### src/vmdc_pkg.sv
// shared types, codes and helper functions for the ventilation mode and duty controller
`timescale 1ns / 1ps

package vmdc_pkg;

    // operation codes
    localparam logic [1:0] OP_GESTURE = 2'd0;
    localparam logic [1:0] OP_SENSOR  = 2'd1;
    localparam logic [1:0] OP_POT     = 2'd2;
    localparam logic [1:0] OP_TICK    = 2'd3;

    // gesture codes
    localparam logic [2:0] GEST_OTHER  = 3'd0;
    localparam logic [2:0] GEST_UP     = 3'd1;
    localparam logic [2:0] GEST_DOWN   = 3'd2;
    localparam logic [2:0] GEST_LEFT   = 3'd3;
    localparam logic [2:0] GEST_RIGHT  = 3'd4;
    localparam logic [2:0] GEST_CENTER = 3'd5;
    localparam logic [2:0] GEST_LONG   = 3'd6;

    // led codes
    localparam logic [1:0] LED_NONE  = 2'd0;
    localparam logic [1:0] LED_RED   = 2'd1;
    localparam logic [1:0] LED_GREEN = 2'd2;
    localparam logic [1:0] LED_BLUE  = 2'd3;

    // duty levels in percent
    localparam logic [6:0] DUTY_OFF  = 7'd0;
    localparam logic [6:0] DUTY_LOW  = 7'd10;
    localparam logic [6:0] DUTY_MID  = 7'd40;
    localparam logic [6:0] DUTY_HIGH = 7'd70;
    localparam logic [6:0] DUTY_FULL = 7'd100;

    // temperature limits, 1/16 degC
    localparam logic signed [11:0] TEMP_MAX  = 12'sd480;
    localparam logic signed [11:0] TEMP_MIN  = 12'sd32;
    localparam logic signed [11:0] TEMP_STEP = 12'sd8;
    localparam logic signed [11:0] TEMP_INIT = 12'sd352;
    localparam logic signed [11:0] THR_INIT  = 12'sd64;

    // error bands
    localparam logic signed [13:0] BAND_HI  = 14'sd80;
    localparam logic signed [13:0] BAND_MID = 14'sd32;
    localparam logic signed [13:0] BAND_LO  = 14'sd8;

    // time limits
    localparam logic [4:0] HOURS_MAX  = 5'd23;
    localparam logic [5:0] MINSEC_MAX = 6'd59;

    typedef struct packed {
        logic [1:0]         operation;
        logic [2:0]         gesture;
        logic signed [11:0] inside_temp;
        logic signed [11:0] outside_temp;
        logic signed [11:0] threshold_in;
        logic [4:0]         clock_hours;
        logic [5:0]         clock_minutes;
        logic [5:0]         clock_seconds;
    } req_t;

    typedef struct packed {
        logic [1:0]         mode_now;
        logic               duty_valid;
        logic [6:0]         duty_percent;
        logic [1:0]         led_color;
        logic               alarm_on;
        logic [8:0]         setpoint_now;
        logic signed [11:0] threshold_now;
        logic               time_write;
        logic [4:0]         write_hours;
        logic [5:0]         write_minutes;
        logic [5:0]         write_seconds;
    } res_t;

    typedef struct packed {
        logic [6:0] duty;
        logic [1:0] led;
    } band_t;

    // half degree step; no step up at or above the maximum, none down at or below the minimum
    function automatic logic signed [11:0] step_temp(input logic signed [11:0] t,
                                                     input logic up);
        logic signed [11:0] r;
        r = t;
        if (up)
        begin
            if (t < TEMP_MAX)
                r = t + TEMP_STEP;
        end
        else if (t > TEMP_MIN)
        begin
            r = t - TEMP_STEP;
        end
        return r;
    endfunction

    // setpoint error to duty and led
    function automatic band_t error_band(input logic signed [13:0] x);
        band_t b;
        if (x >= BAND_HI)
            b = '{duty: DUTY_FULL, led: LED_RED};
        else if (x >= BAND_MID)
            b = '{duty: DUTY_HIGH, led: LED_RED};
        else if (x >= BAND_LO)
            b = '{duty: DUTY_MID, led: LED_RED};
        else if (x > -BAND_LO)
            b = '{duty: DUTY_LOW, led: LED_GREEN};
        else if (x > -BAND_MID)
            b = '{duty: DUTY_MID, led: LED_BLUE};
        else if (x > -BAND_HI)
            b = '{duty: DUTY_HIGH, led: LED_BLUE};
        else
            b = '{duty: DUTY_FULL, led: LED_BLUE};
        return b;
    endfunction

endpackage

### src/vmdc_ifs.sv
// request and result channel interfaces
`timescale 1ns / 1ps

interface vmdc_req_if;
    logic          valid;
    logic          ready;
    vmdc_pkg::req_t data;

    modport source (output valid, output data, input ready);
    modport sink (input valid, input data, output ready);
endinterface

interface vmdc_res_if;
    logic          valid;
    logic          ready;
    vmdc_pkg::res_t data;

    modport source (output valid, output data, input ready);
    modport sink (input valid, input data, output ready);
endinterface

### src/vmdc_in_stage.sv
// input register stage for requests
`timescale 1ns / 1ps

module vmdc_in_stage (
    input  logic           clk,
    input  logic           rst_n,
    vmdc_req_if.sink       req,
    input  logic           core_ready,
    output logic           stage_valid,
    output vmdc_pkg::req_t stage_data
);

    logic           valid_reg;
    logic           valid_next;
    vmdc_pkg::req_t data_reg;
    logic           take;

    assign req.ready   = !valid_reg || core_ready;
    assign take        = req.valid && req.ready;
    assign stage_valid = valid_reg;
    assign stage_data  = data_reg;

    always_comb
    begin
        valid_next = valid_reg;
        if (take)
            valid_next = 1'b1;
        else if (core_ready)
            valid_next = 1'b0;
    end

    always_ff @(posedge clk or negedge rst_n)
    begin
        if (!rst_n)
            valid_reg <= 1'b0;
        else
            valid_reg <= valid_next;
    end

    always_ff @(posedge clk)
    begin
        if (take)
            data_reg <= req.data;
    end

endmodule

### src/vmdc_core.sv
// mode machine, edit copy, duty bands and result register
`timescale 1ns / 1ps

module vmdc_core (
    input  logic           clk,
    input  logic           rst_n,
    input  logic           stage_valid,
    input  vmdc_pkg::req_t stage_data,
    output logic           core_ready,
    vmdc_res_if.source     res
);

    typedef enum logic [1:0] {
        MODE_IDLE   = 2'd0,
        MODE_ACTIVE = 2'd1,
        MODE_TEST   = 2'd2,
        MODE_EDIT   = 2'd3
    } mode_t;

    localparam logic [2:0] FIELD_HOURS   = 3'd0;
    localparam logic [2:0] FIELD_MINUTES = 3'd1;
    localparam logic [2:0] FIELD_SECONDS = 3'd2;
    localparam logic [2:0] FIELD_SETPT   = 3'd3;
    localparam logic [2:0] FIELD_LAST    = 3'd4;

    mode_t              mode_reg, mode_next;
    logic [8:0]         setpoint_reg, setpoint_next;
    logic signed [11:0] threshold_reg, threshold_next;
    logic signed [11:0] inside_reg, inside_next;
    logic signed [11:0] outside_reg, outside_next;
    logic [8:0]         test_inside_reg, test_inside_next;
    logic               alarm_reg, alarm_next;
    logic [4:0]         edit_hours_reg, edit_hours_next;
    logic [5:0]         edit_minutes_reg, edit_minutes_next;
    logic [5:0]         edit_seconds_reg, edit_seconds_next;
    logic [8:0]         edit_setpoint_reg, edit_setpoint_next;
    logic signed [11:0] edit_threshold_reg, edit_threshold_next;
    logic [2:0]         edit_cursor_reg, edit_cursor_next;
    logic               edit_fresh_reg, edit_fresh_next;
    logic               out_valid_reg, out_valid_next;
    vmdc_pkg::res_t     res_reg, res_next;

    logic               advance;
    logic               is_up;
    logic signed [13:0] err;
    vmdc_pkg::band_t    band;

    assign core_ready = !out_valid_reg || res.ready;
    assign advance    = stage_valid && core_ready;
    assign res.valid  = out_valid_reg;
    assign res.data   = res_reg;
    assign is_up      = (stage_data.gesture == vmdc_pkg::GEST_UP);

    // setpoint error against measured or test inside temperature
    assign err = $signed({5'b0, setpoint_reg})
               - ((mode_reg == MODE_TEST) ? $signed({5'b0, test_inside_reg})
                                          : {{2{inside_reg[11]}}, inside_reg});
    assign band = vmdc_pkg::error_band(err);

    always_comb
    begin
        mode_next           = mode_reg;
        setpoint_next       = setpoint_reg;
        threshold_next      = threshold_reg;
        inside_next         = inside_reg;
        outside_next        = outside_reg;
        test_inside_next    = test_inside_reg;
        alarm_next          = alarm_reg;
        edit_hours_next     = edit_hours_reg;
        edit_minutes_next   = edit_minutes_reg;
        edit_seconds_next   = edit_seconds_reg;
        edit_setpoint_next  = edit_setpoint_reg;
        edit_threshold_next = edit_threshold_reg;
        edit_cursor_next    = edit_cursor_reg;
        edit_fresh_next     = edit_fresh_reg;
        res_next            = '0;

        case (stage_data.operation)
            vmdc_pkg::OP_GESTURE:
            begin
                unique case (mode_reg)
                    MODE_IDLE:
                    begin
                        if (stage_data.gesture == vmdc_pkg::GEST_LONG)
                            mode_next = MODE_ACTIVE;
                    end
                    MODE_ACTIVE:
                    begin
                        case (stage_data.gesture)
                            vmdc_pkg::GEST_UP, vmdc_pkg::GEST_DOWN:
                                setpoint_next = 9'(vmdc_pkg::step_temp(
                                    $signed({3'b0, setpoint_reg}), is_up));
                            vmdc_pkg::GEST_CENTER: mode_next = MODE_TEST;
                            vmdc_pkg::GEST_LONG:   mode_next = MODE_IDLE;
                            default: ;
                        endcase
                    end
                    MODE_TEST:
                    begin
                        case (stage_data.gesture)
                            vmdc_pkg::GEST_RIGHT:
                                test_inside_next = 9'(vmdc_pkg::step_temp(
                                    $signed({3'b0, test_inside_reg}), 1'b1));
                            vmdc_pkg::GEST_LEFT:
                                test_inside_next = 9'(vmdc_pkg::step_temp(
                                    $signed({3'b0, test_inside_reg}), 1'b0));
                            vmdc_pkg::GEST_UP, vmdc_pkg::GEST_DOWN:
                                setpoint_next = 9'(vmdc_pkg::step_temp(
                                    $signed({3'b0, setpoint_reg}), is_up));
                            vmdc_pkg::GEST_CENTER: mode_next = MODE_EDIT;
                            vmdc_pkg::GEST_LONG:   mode_next = MODE_IDLE;
                            default: ;
                        endcase
                    end
                    MODE_EDIT:
                    begin
                        // first gesture in edit takes the working copy
                        if (edit_fresh_reg)
                        begin
                            edit_hours_next     = stage_data.clock_hours;
                            edit_minutes_next   = stage_data.clock_minutes;
                            edit_seconds_next   = stage_data.clock_seconds;
                            edit_setpoint_next  = setpoint_reg;
                            edit_threshold_next = threshold_reg;
                            edit_cursor_next    = FIELD_HOURS;
                            edit_fresh_next     = 1'b0;
                        end
                        case (stage_data.gesture)
                            vmdc_pkg::GEST_RIGHT:
                                edit_cursor_next = (edit_cursor_next == FIELD_LAST)
                                                 ? FIELD_HOURS : edit_cursor_next + 3'd1;
                            vmdc_pkg::GEST_LEFT:
                                edit_cursor_next = (edit_cursor_next == FIELD_HOURS)
                                                 ? FIELD_LAST : edit_cursor_next - 3'd1;
                            vmdc_pkg::GEST_UP, vmdc_pkg::GEST_DOWN:
                            begin
                                case (edit_cursor_next)
                                    FIELD_HOURS:
                                    begin
                                        if (is_up && edit_hours_next < vmdc_pkg::HOURS_MAX)
                                            edit_hours_next = edit_hours_next + 5'd1;
                                        else if (!is_up && edit_hours_next != 5'd0)
                                            edit_hours_next = edit_hours_next - 5'd1;
                                    end
                                    FIELD_MINUTES:
                                    begin
                                        if (is_up && edit_minutes_next < vmdc_pkg::MINSEC_MAX)
                                            edit_minutes_next = edit_minutes_next + 6'd1;
                                        else if (!is_up && edit_minutes_next != 6'd0)
                                            edit_minutes_next = edit_minutes_next - 6'd1;
                                    end
                                    FIELD_SECONDS:
                                    begin
                                        if (is_up && edit_seconds_next < vmdc_pkg::MINSEC_MAX)
                                            edit_seconds_next = edit_seconds_next + 6'd1;
                                        else if (!is_up && edit_seconds_next != 6'd0)
                                            edit_seconds_next = edit_seconds_next - 6'd1;
                                    end
                                    FIELD_SETPT:
                                        edit_setpoint_next = 9'(vmdc_pkg::step_temp(
                                            $signed({3'b0, edit_setpoint_next}), is_up));
                                    default:
                                        edit_threshold_next = vmdc_pkg::step_temp(
                                            edit_threshold_next, is_up);
                                endcase
                            end
                            vmdc_pkg::GEST_CENTER:
                            begin
                                res_next.time_write    = 1'b1;
                                res_next.write_hours   = edit_hours_next;
                                res_next.write_minutes = edit_minutes_next;
                                res_next.write_seconds = edit_seconds_next;
                                setpoint_next          = edit_setpoint_next;
                                threshold_next         = edit_threshold_next;
                            end
                            vmdc_pkg::GEST_LONG:
                            begin
                                mode_next       = MODE_IDLE;
                                edit_fresh_next = 1'b1;
                            end
                            default: ;
                        endcase
                    end
                endcase
            end
            vmdc_pkg::OP_SENSOR:
            begin
                inside_next  = stage_data.inside_temp;
                outside_next = stage_data.outside_temp;
            end
            vmdc_pkg::OP_POT:
            begin
                if (mode_reg == MODE_TEST)
                begin
                    outside_next   = stage_data.outside_temp;
                    threshold_next = stage_data.threshold_in;
                end
            end
            default:
            begin
                if (mode_reg == MODE_ACTIVE || mode_reg == MODE_TEST)
                begin
                    res_next.duty_valid   = 1'b1;
                    res_next.duty_percent = band.duty;
                    res_next.led_color    = band.led;
                    alarm_next            = (outside_reg < threshold_reg);
                end
            end
        endcase

        res_next.mode_now      = mode_next;
        res_next.alarm_on      = alarm_next;
        res_next.setpoint_now  = setpoint_next;
        res_next.threshold_now = threshold_next;

        out_valid_next = out_valid_reg;
        if (advance)
            out_valid_next = 1'b1;
        else if (res.ready)
            out_valid_next = 1'b0;
    end

    always_ff @(posedge clk or negedge rst_n)
    begin
        if (!rst_n)
        begin
            mode_reg           <= MODE_IDLE;
            setpoint_reg       <= 9'(vmdc_pkg::TEMP_INIT);
            threshold_reg      <= vmdc_pkg::THR_INIT;
            inside_reg         <= vmdc_pkg::TEMP_INIT;
            outside_reg        <= vmdc_pkg::TEMP_INIT;
            test_inside_reg    <= 9'(vmdc_pkg::TEMP_INIT);
            alarm_reg          <= 1'b0;
            edit_hours_reg     <= 5'd0;
            edit_minutes_reg   <= 6'd0;
            edit_seconds_reg   <= 6'd0;
            edit_setpoint_reg  <= 9'(vmdc_pkg::TEMP_INIT);
            edit_threshold_reg <= vmdc_pkg::THR_INIT;
            edit_cursor_reg    <= FIELD_HOURS;
            edit_fresh_reg     <= 1'b1;
            out_valid_reg      <= 1'b0;
            res_reg            <= '0;
        end
        else
        begin
            out_valid_reg <= out_valid_next;
            if (advance)
            begin
                mode_reg           <= mode_next;
                setpoint_reg       <= setpoint_next;
                threshold_reg      <= threshold_next;
                inside_reg         <= inside_next;
                outside_reg        <= outside_next;
                test_inside_reg    <= test_inside_next;
                alarm_reg          <= alarm_next;
                edit_hours_reg     <= edit_hours_next;
                edit_minutes_reg   <= edit_minutes_next;
                edit_seconds_reg   <= edit_seconds_next;
                edit_setpoint_reg  <= edit_setpoint_next;
                edit_threshold_reg <= edit_threshold_next;
                edit_cursor_reg    <= edit_cursor_next;
                edit_fresh_reg     <= edit_fresh_next;
                res_reg            <= res_next;
            end
        end
    end

    // a clock load only comes from a save in edit mode
    assert property (@(posedge clk) disable iff (!rst_n)
        (res.valid && res_reg.time_write) |-> (res_reg.mode_now == MODE_EDIT))
        else $error("time write outside edit mode");

    // a duty only comes out of active or test mode
    assert property (@(posedge clk) disable iff (!rst_n)
        (res.valid && res_reg.duty_valid)
            |-> (res_reg.mode_now == MODE_ACTIVE || res_reg.mode_now == MODE_TEST))
        else $error("duty outside active or test mode");

    // setpoint stays within its limits after every request
    assert property (@(posedge clk) disable iff (!rst_n)
        advance |=> (setpoint_reg >= 9'd32 && setpoint_reg <= 9'd480))
        else $error("setpoint out of range");

    // every accepted request leaves a result behind
    assert property (@(posedge clk) disable iff (!rst_n)
        advance |=> out_valid_reg)
        else $error("result lost");

    // cursor never leaves the five fields
    assert property (@(posedge clk) disable iff (!rst_n)
        $changed(edit_cursor_reg) |-> (edit_cursor_reg <= FIELD_LAST && $past(advance)))
        else $error("cursor out of range or moved without a request");

endmodule

### src/ventilation_mode_and_duty_controller_top.sv
// top level of the ventilation mode and duty controller
`timescale 1ns / 1ps

// Takes one request per clock cycle (gesture, sensor sample, potentiometer
// sample or control tick) and returns exactly one result for each, in order.
// A request passes an input register and then a result register, where its result
// is offered; the result register is the only place that holds up the flow, and
// while it is taken every cycle the block takes a new request every cycle. The
// mode, setpoint, threshold, readings and the edit copy update as each request
// moves into the result register, so the next request already sees them.
module ventilation_mode_and_duty_controller_top (
    input  logic       clk,
    input  logic       rst_n,
    vmdc_req_if.sink   req,
    vmdc_res_if.source res
);

    logic           core_ready;
    logic           stage_valid;
    vmdc_pkg::req_t stage_data;

    vmdc_in_stage u_in_stage (
        .clk         (clk),
        .rst_n       (rst_n),
        .req         (req),
        .core_ready  (core_ready),
        .stage_valid (stage_valid),
        .stage_data  (stage_data)
    );

    vmdc_core u_core (
        .clk         (clk),
        .rst_n       (rst_n),
        .stage_valid (stage_valid),
        .stage_data  (stage_data),
        .core_ready  (core_ready),
        .res         (res)
    );

endmodule
### src/flat_wrapper.sv
// flat-port wrapper written by rule: the top's interface ports become plain ports
module ventilation_mode_and_duty_controller_top_flat 
  (clk, rst_n, req_valid, req_data, req_ready, res_valid, res_data, res_ready);
  vmdc_req_if req_i ();
  vmdc_res_if res_i ();
  input  logic clk;
  input  logic rst_n;
  input wire logic [$bits(req_i.valid)-1:0] req_valid;
  input wire logic [$bits(req_i.data)-1:0] req_data;
  output wire logic [$bits(req_i.ready)-1:0] req_ready;
  output wire logic [$bits(res_i.valid)-1:0] res_valid;
  output wire logic [$bits(res_i.data)-1:0] res_data;
  input wire logic [$bits(res_i.ready)-1:0] res_ready;
  assign req_i.valid = req_valid;
  assign req_i.data = req_data;
  assign req_ready = req_i.ready;
  assign res_valid = res_i.valid;
  assign res_data = res_i.data;
  assign res_i.ready = res_ready;
  ventilation_mode_and_duty_controller_top u_core (.clk(clk), .rst_n(rst_n), .req(req_i), .res(res_i));
endmodule
### config.mk
export PLATFORM = sky130hd
export DESIGN_NAME = ventilation_mode_and_duty_controller_top_flat
export DESIGN_NICKNAME = d
export VERILOG_FILES = /design/src/vmdc_pkg.sv /design/src/vmdc_ifs.sv /design/src/vmdc_in_stage.sv /design/src/vmdc_core.sv /design/src/ventilation_mode_and_duty_controller_top.sv /design/src/flat_wrapper.sv
export SDC_FILE = /design/constraint.sdc
export NUM_CORES = 1
export LEC_CHECK = 0
export BUFFER_PORTS_ARGS = -buffer_cell sky130_fd_sc_hd__clkbuf_2
export CORE_MARGIN = 3
export CORE_UTILIZATION = 29
export CTS_CLUSTER_DIAMETER = 40
export DETAILED_ROUTE_END_ITERATION = 8
export SLEW_MARGIN = 20
export SYNTH_ARGS = -nofsm -noshare
export SYNTH_HDL_FRONTEND = slang
export SYNTH_SLANG_ARGS = --single-unit
### constraint.sdc
create_clock -name clk -period 3.5 [get_ports clk]
set_input_delay 0.35 -clock clk [delete_from_list [all_inputs] [get_ports clk]]
set_output_delay 0.35 -clock clk [all_outputs]
set_load 0.01 [all_outputs]
== Yosys cells after proc, flatten, opt, wreduce, memory -nomap -nowiden ==
Cells that the tools add are included.
Widths: inputs -> output; s select.
Word-level totals
  output and inout port bits: 54
  logic and storage cells: 209
  input bits: 62
  bits in registers: 208
Operators by class
  mux-type cells: 84
  eq/ne operators: 22
  reductions and logical operators: 34
  bitwise operators: 1
  $lt $le $gt $ge: 18
  add/subtract/negate cells: 17
Operators with widths (count)
  $mux 9: 21
  $mux 12: 12
  $mux 6: 14
  $mux 18: 3
  $pmux 12 s2: 2
  $pmux 9 s2: 2
  $mux 5: 7
  $add 9x4->9 const B: 3
  $gt 9x6->1 const B: 3
  $lt 9x9->1 const B: 3
  $sub 9x4->9 const B: 3
  $mux 10: 2
  $mux 3: 5
  $ge 14x5->1 const B: 1
  $ge 14x7->1 const B: 1
  $ge 14x8->1 const B: 1
  $gt 14x4->1 const B: 1
  $gt 14x6->1 const B: 1
  $gt 14x8->1 const B: 1
  $mux 14: 1
  $sub 9x14->14: 1
  $add 12x5->12 const B: 1
  $add 6x1->6 const B: 2
  $eq 3x2->1 const B: 4
  38 further kinds: 81

== Longest topological paths before layout ==
  depth after elaboration: 12
  gate-level depth with buffers: 15
  depth with buffers taken out: 13

== By module ==
Synthesis repeated with hierarchy kept, for this count alone.
Second synthesis, totals
  cell total of the unflattened synthesis: 1077
  area total of the unflattened synthesis: 10669.0 µm²
By module, submodules not included
  vmdc_core: sequential area each 3175.5 µm², area each 8873.5 µm², cells each 1015, instances 1
  vmdc_in_stage: sequential area each 1766.7 µm², area each 1795.5 µm², cells each 62, instances 1

== Least setup slack after synthesis ==
Ideal clock, no wire load.
  path type: register -> register
  start: register, netlist name u_core.u_core.res.data[50]
  end: register u_core.u_core.res_reg (netlist bit u_core.u_core.res.data[44])
  required time: 3.379 ns
  slack: -0.185 ns
  period minus slack after synthesis: 3.685 ns
  arrival: 3.564 ns
  cell stages (with the launch flop): 15
  path buffers: 2
  library setup time: 0.121 ns
  cell sequence: dfrtp_1 -> inv_1 -> ha_1 -> clkbuf_1 -> buf_1 -> mux2i_1 -> ha_1 -> a21o_1 -> a21oi_1 -> a21boi_0 -> or2_2 -> o311ai_2 -> nor4b_2 -> a41oi_1 -> a22o_1
RTL lines
  to (signal assigned): RTL line vmdc_core.sv:263  | res_reg <= res_next;
  to (decl): RTL line vmdc_core.sv:41  | vmdc_pkg::res_t res_reg, res_next;

==> impl_summary.log <==
INFO  metric outcome = complete, no violations
INFO  metric io_buffers = roughly 110
INFO  metric yosys_warnings = 0
INFO  metric power.density = between 700 and 800 mW/mm²
INFO  metric setup_viol_count_final = 0
INFO  metric antennaDiodeCount = 0
INFO  metric cap_viol_max_count = 0
INFO  metric ys_dominant_reg_cell = dfrtp_1
INFO  metric totalNegativeSetupSlack = 0 ps
INFO  metric timing.critical_path.fanout_max = 8
INFO  metric wl = around 29 mm
INFO  metric reg2reg_from = u_core.u_core.res.data[50]
INFO  metric drt-pass1-iter-count = 6
INFO  metric category_of_the_worst_setup_path_launch_point = register
INFO  metric critical_path_arrival = 3560 ps
INFO  metric clock.fmax = 0.310 GHz
INFO  metric postCtsSetupBuffers = 0
INFO  metric hold_path.class = in2reg
INFO  metric share_of_cells_above_drive_strength_1 = roughly a quarter
INFO  metric post-route-min-period = roughly 3200 ps
INFO  metric worstPathCellList = inv_1, ha_4, buf_4, mux2i_1, ha_1, nor2b_1, a221o_1, a211oi_2, nand3_1, nor4b_4, a21oi_1, a22o_1
INFO  metric criticalPathCategory = reg2reg
INFO  metric clock_insertion_delay_worst_skew = approximately 450 ps
INFO  metric final.setup_skew = 23.1 ps
INFO  metric setup.worst_path.start = u_core.u_core.res.data[50]
INFO  metric synthCells = 1097
INFO  metric synth-edff-count = slightly below 60
INFO  metric ir_drop = 309 µV
INFO  metric antenna_violations_before_repair = 0
INFO  metric crit_buf_inv = 2
INFO  metric layout_setup_ws = 278 ps
INFO  metric cts-buffers-inserted = 17
INFO  metric detailed_place_hpwl = approximately 21 mm
INFO  metric rsz_0062_raised_after_global_routing = false
INFO  metric worstHoldStart = req_data[57]
INFO  metric cts.sinks = 185
INFO  metric tightest_pin_transition = roughly 730 ps
INFO  metric gr-usage-all-layers = roughly 15%
INFO  metric drcViolationCount = 0
INFO  metric timing.max_slew.rel_slack = roughly half
INFO  metric synth-seq-cells = between 150 and 200
INFO  metric area.growth.synth_to_final = 16.5%
INFO  metric synth_seq_area_share = a little under half
INFO  metric io_pins = 116
INFO  metric vias_per_cell = around 5.1
INFO  metric rows = 70
INFO  metric hold_viol = 0
INFO  metric synth.lib_cells_used.distinct = 85
INFO  metric clock_tree.buffer_depth = 2
INFO  metric die_height = approximately 200 µm
INFO  metric slew_violations = 0
INFO  metric grt_start_max_net_pins = 74
INFO  metric drt_iter0_drc = ~510
INFO  metric grt_pass1_wl = 46.1 mm
INFO  metric timing.critical_path.slowest_stage_cell = dfrtp_1
INFO  metric tritoncts = done
INFO  metric summed_instance_area_of_the_synthesized_netlist = approximately 0.011 mm²
INFO  metric total_power = between 0.009 and 0.01 W
INFO  metric cellLeakagePower = between 5 and 6 nW
INFO  metric gp_routability_congestion = ~0.88
INFO  metric cts-root-buf = clkbuf_16
INFO  metric endpoint_kind = register
INFO  metric die_x = 200 µm
INFO  metric critical_path.top_delay_family = compound AO/OA/AOI/OAI gates
INFO  metric final_antenna_net_count = 0
INFO  metric cts.reportedPaths.clkPinSlew = 80 ps
INFO  metric synthArstFlopShare = roughly 69%
INFO  metric timing.critical_path.required = ~3800 ps
INFO  metric largest_register_ff_count = 58
INFO  metric ctsHtreeMaxLevel = 4
INFO  metric cp_slowest_stage_delay = roughly 380 ps
INFO  metric avgRoutedWirePerCell = 16.9 µm
INFO  metric syn-mean-instance-area = around 9.9 µm²
INFO  metric initial_utilization = ~30%
INFO  metric first_global_vias = between 8000 and 9000
INFO  metric placeableCoreArea = 0.0368 mm²
INFO  metric postLayoutCoreUtil = 34.4%
INFO  metric die_area = 0.0398 mm²
INFO  metric most_common_library_cell_in_the_layout_ignoring_fill_and_taps = nand2_1
INFO  metric post-route-period-util = 92.1%
INFO  metric grt.overflow.total = 0
INFO  metric nNetsFinal = between 1000 and 1500
INFO  metric number_of_vias_in_the_routed_layout = 8655
INFO  metric layout.cells.most_common_list = nand2_1 (128), clkbuf_2 (112), dfrtp_1 (109)
INFO  metric pre_cts_ws = ~65 ps
path summary, 6_finish.rpt:
check / to / slack [ps] / cells past startpoint
worst min-delay path: u_core.u_in_stage.stage_data[57] / 70 / 1
max in group asynchronous: u_core.u_core.edit_hours_reg[4] / 2220 / 3
min in group asynchronous: u_core.u_core.inside_reg[10] / 440 / 2
worst min register to register: u_core.u_core.edit_setpoint_reg[5] / 480 / 2
worst max register to register: u_core.u_core.res.data[43] / 280 / 12
worst max-delay path: u_core.u_core.res.data[43] / 280 / 12
kinds of logic (layout without fill, tap and decap cells):
family                   after synthesis  count (layout)  share of synthesized area (%)
adder cells (fa/ha/maj)               54              54                           6.36
multiplexers                          79              79                           7.98
AO/OA/AOI/OAI                        289             289                           17.3
flip-flops                           185             185                           45.5
other                                  1               2                         0.0345
buffers and inverters                113             236                           5.18
XOR/XNOR                              29              29                           2.34
AND/OR/NAND/NOR                      347             347                           15.3
timing repair:
action                                  in CTS  in global routing
hold endpoints to repair                    46                  0
endpoints found under the setup margin       0                  6
hold buffers                                 1                  0
gates resized for setup                      0                 10
Yosys cell counts (5+ instances only):
cell	count	area [µm²]
buf_2	5	25.0
buf_4	22	165
dfrtp_1	109	2730
a21o_1	16	120
a22oi_1	15	113
xor2_1	10	87.6
xnor2_1	19	166
o22ai_1	8	50.1
nand3_1	30	150
o211ai_1	6	45.0
nand2b_1	16	100
mux2i_1	35	350
nor2b_1	10	62.6
a22o_1	6	52.6
o31ai_1	9	67.6
edfxtp_1	58	1740
a21oi_1	52	260
nor4_1	11	68.8
nand4_1	11	68.8
o21ai_0	85	425
o21ai_1	18	90.1
or4_1	5	37.5
a211oi_1	6	45.0
nor3_1	19	95.1
or2_2	5	31.3
inv_1	42	158
o21a_1	5	37.5
clkbuf_1	33	124
nand3b_1	6	45.0
and2_1	12	75.1
nor2_1	68	255
mux2_2	39	439
a31oi_1	9	56.3
a21boi_0	6	45.0
a41oi_1	8	70.1
and3_1	6	37.5
nand2_1	129	484
dfstp_2	18	473
ha_1	52	651
per-layer routing:
layer	vias to the layer above	routed length (µm)	GRT usage, %
li1	4186	-	-
met1	4220	13600	19.9
met2	214	13100	23.7
met3	35	1190	2.82
met4	0	626	4.47
met5	-	0	0
stage by stage:
| step | hold slack [ps] | instances | cell area (µm²) |
|---|---|---|---|
| CTS | 41.6 | 1689 | 12600 |
| global route | 41.5 | 1689 | 12700 |
| detailed placement | 376 | 1656 | 12000 |
| global placement | 370 | 1656 | 12000 |
| floorplan | 54.4 | 1098 | 10900 |
| finish | 67.8 | 1689 | 12700 |
where the power goes:
| part | internal [W] | total (W) | leakage [nW] | switching (W) |
|---|---|---|---|---|
| Clock | 0.000961 | 0.00195 | 0.286 | 0.000992 |
| Combinational | 0.00187 | 0.00436 | 2.81 | 0.00248 |
| Sequential | 0.00267 | 0.00307 | 2.17 | 0.000397 |
worst reg2reg max path, cell delays in order (launching register included):
cell,delay (ps)
dfrtp_1,380
inv_1,140
ha_4,220
buf_4,190
mux2i_1,210
ha_1,330
nor2b_1,190
a221o_1,360
a211oi_2,250
nand3_1,180
nor4b_4,350
a21oi_1,120
a22o_1,200
area by class of cell:
cell class | count | area (µm²)
Tap cell | 468 | 586
Inverter | 44 | 165
Multi-Input combinational cell | 800 | 5410
Clock buffer | 17 | 425
Sequential cell | 185 | 4940
Fill cell | 3727 | 24100
Timing Repair Buffer | 160 | 965
Clock inverter | 15 | 166
Power figures use the tool's default switching activity.
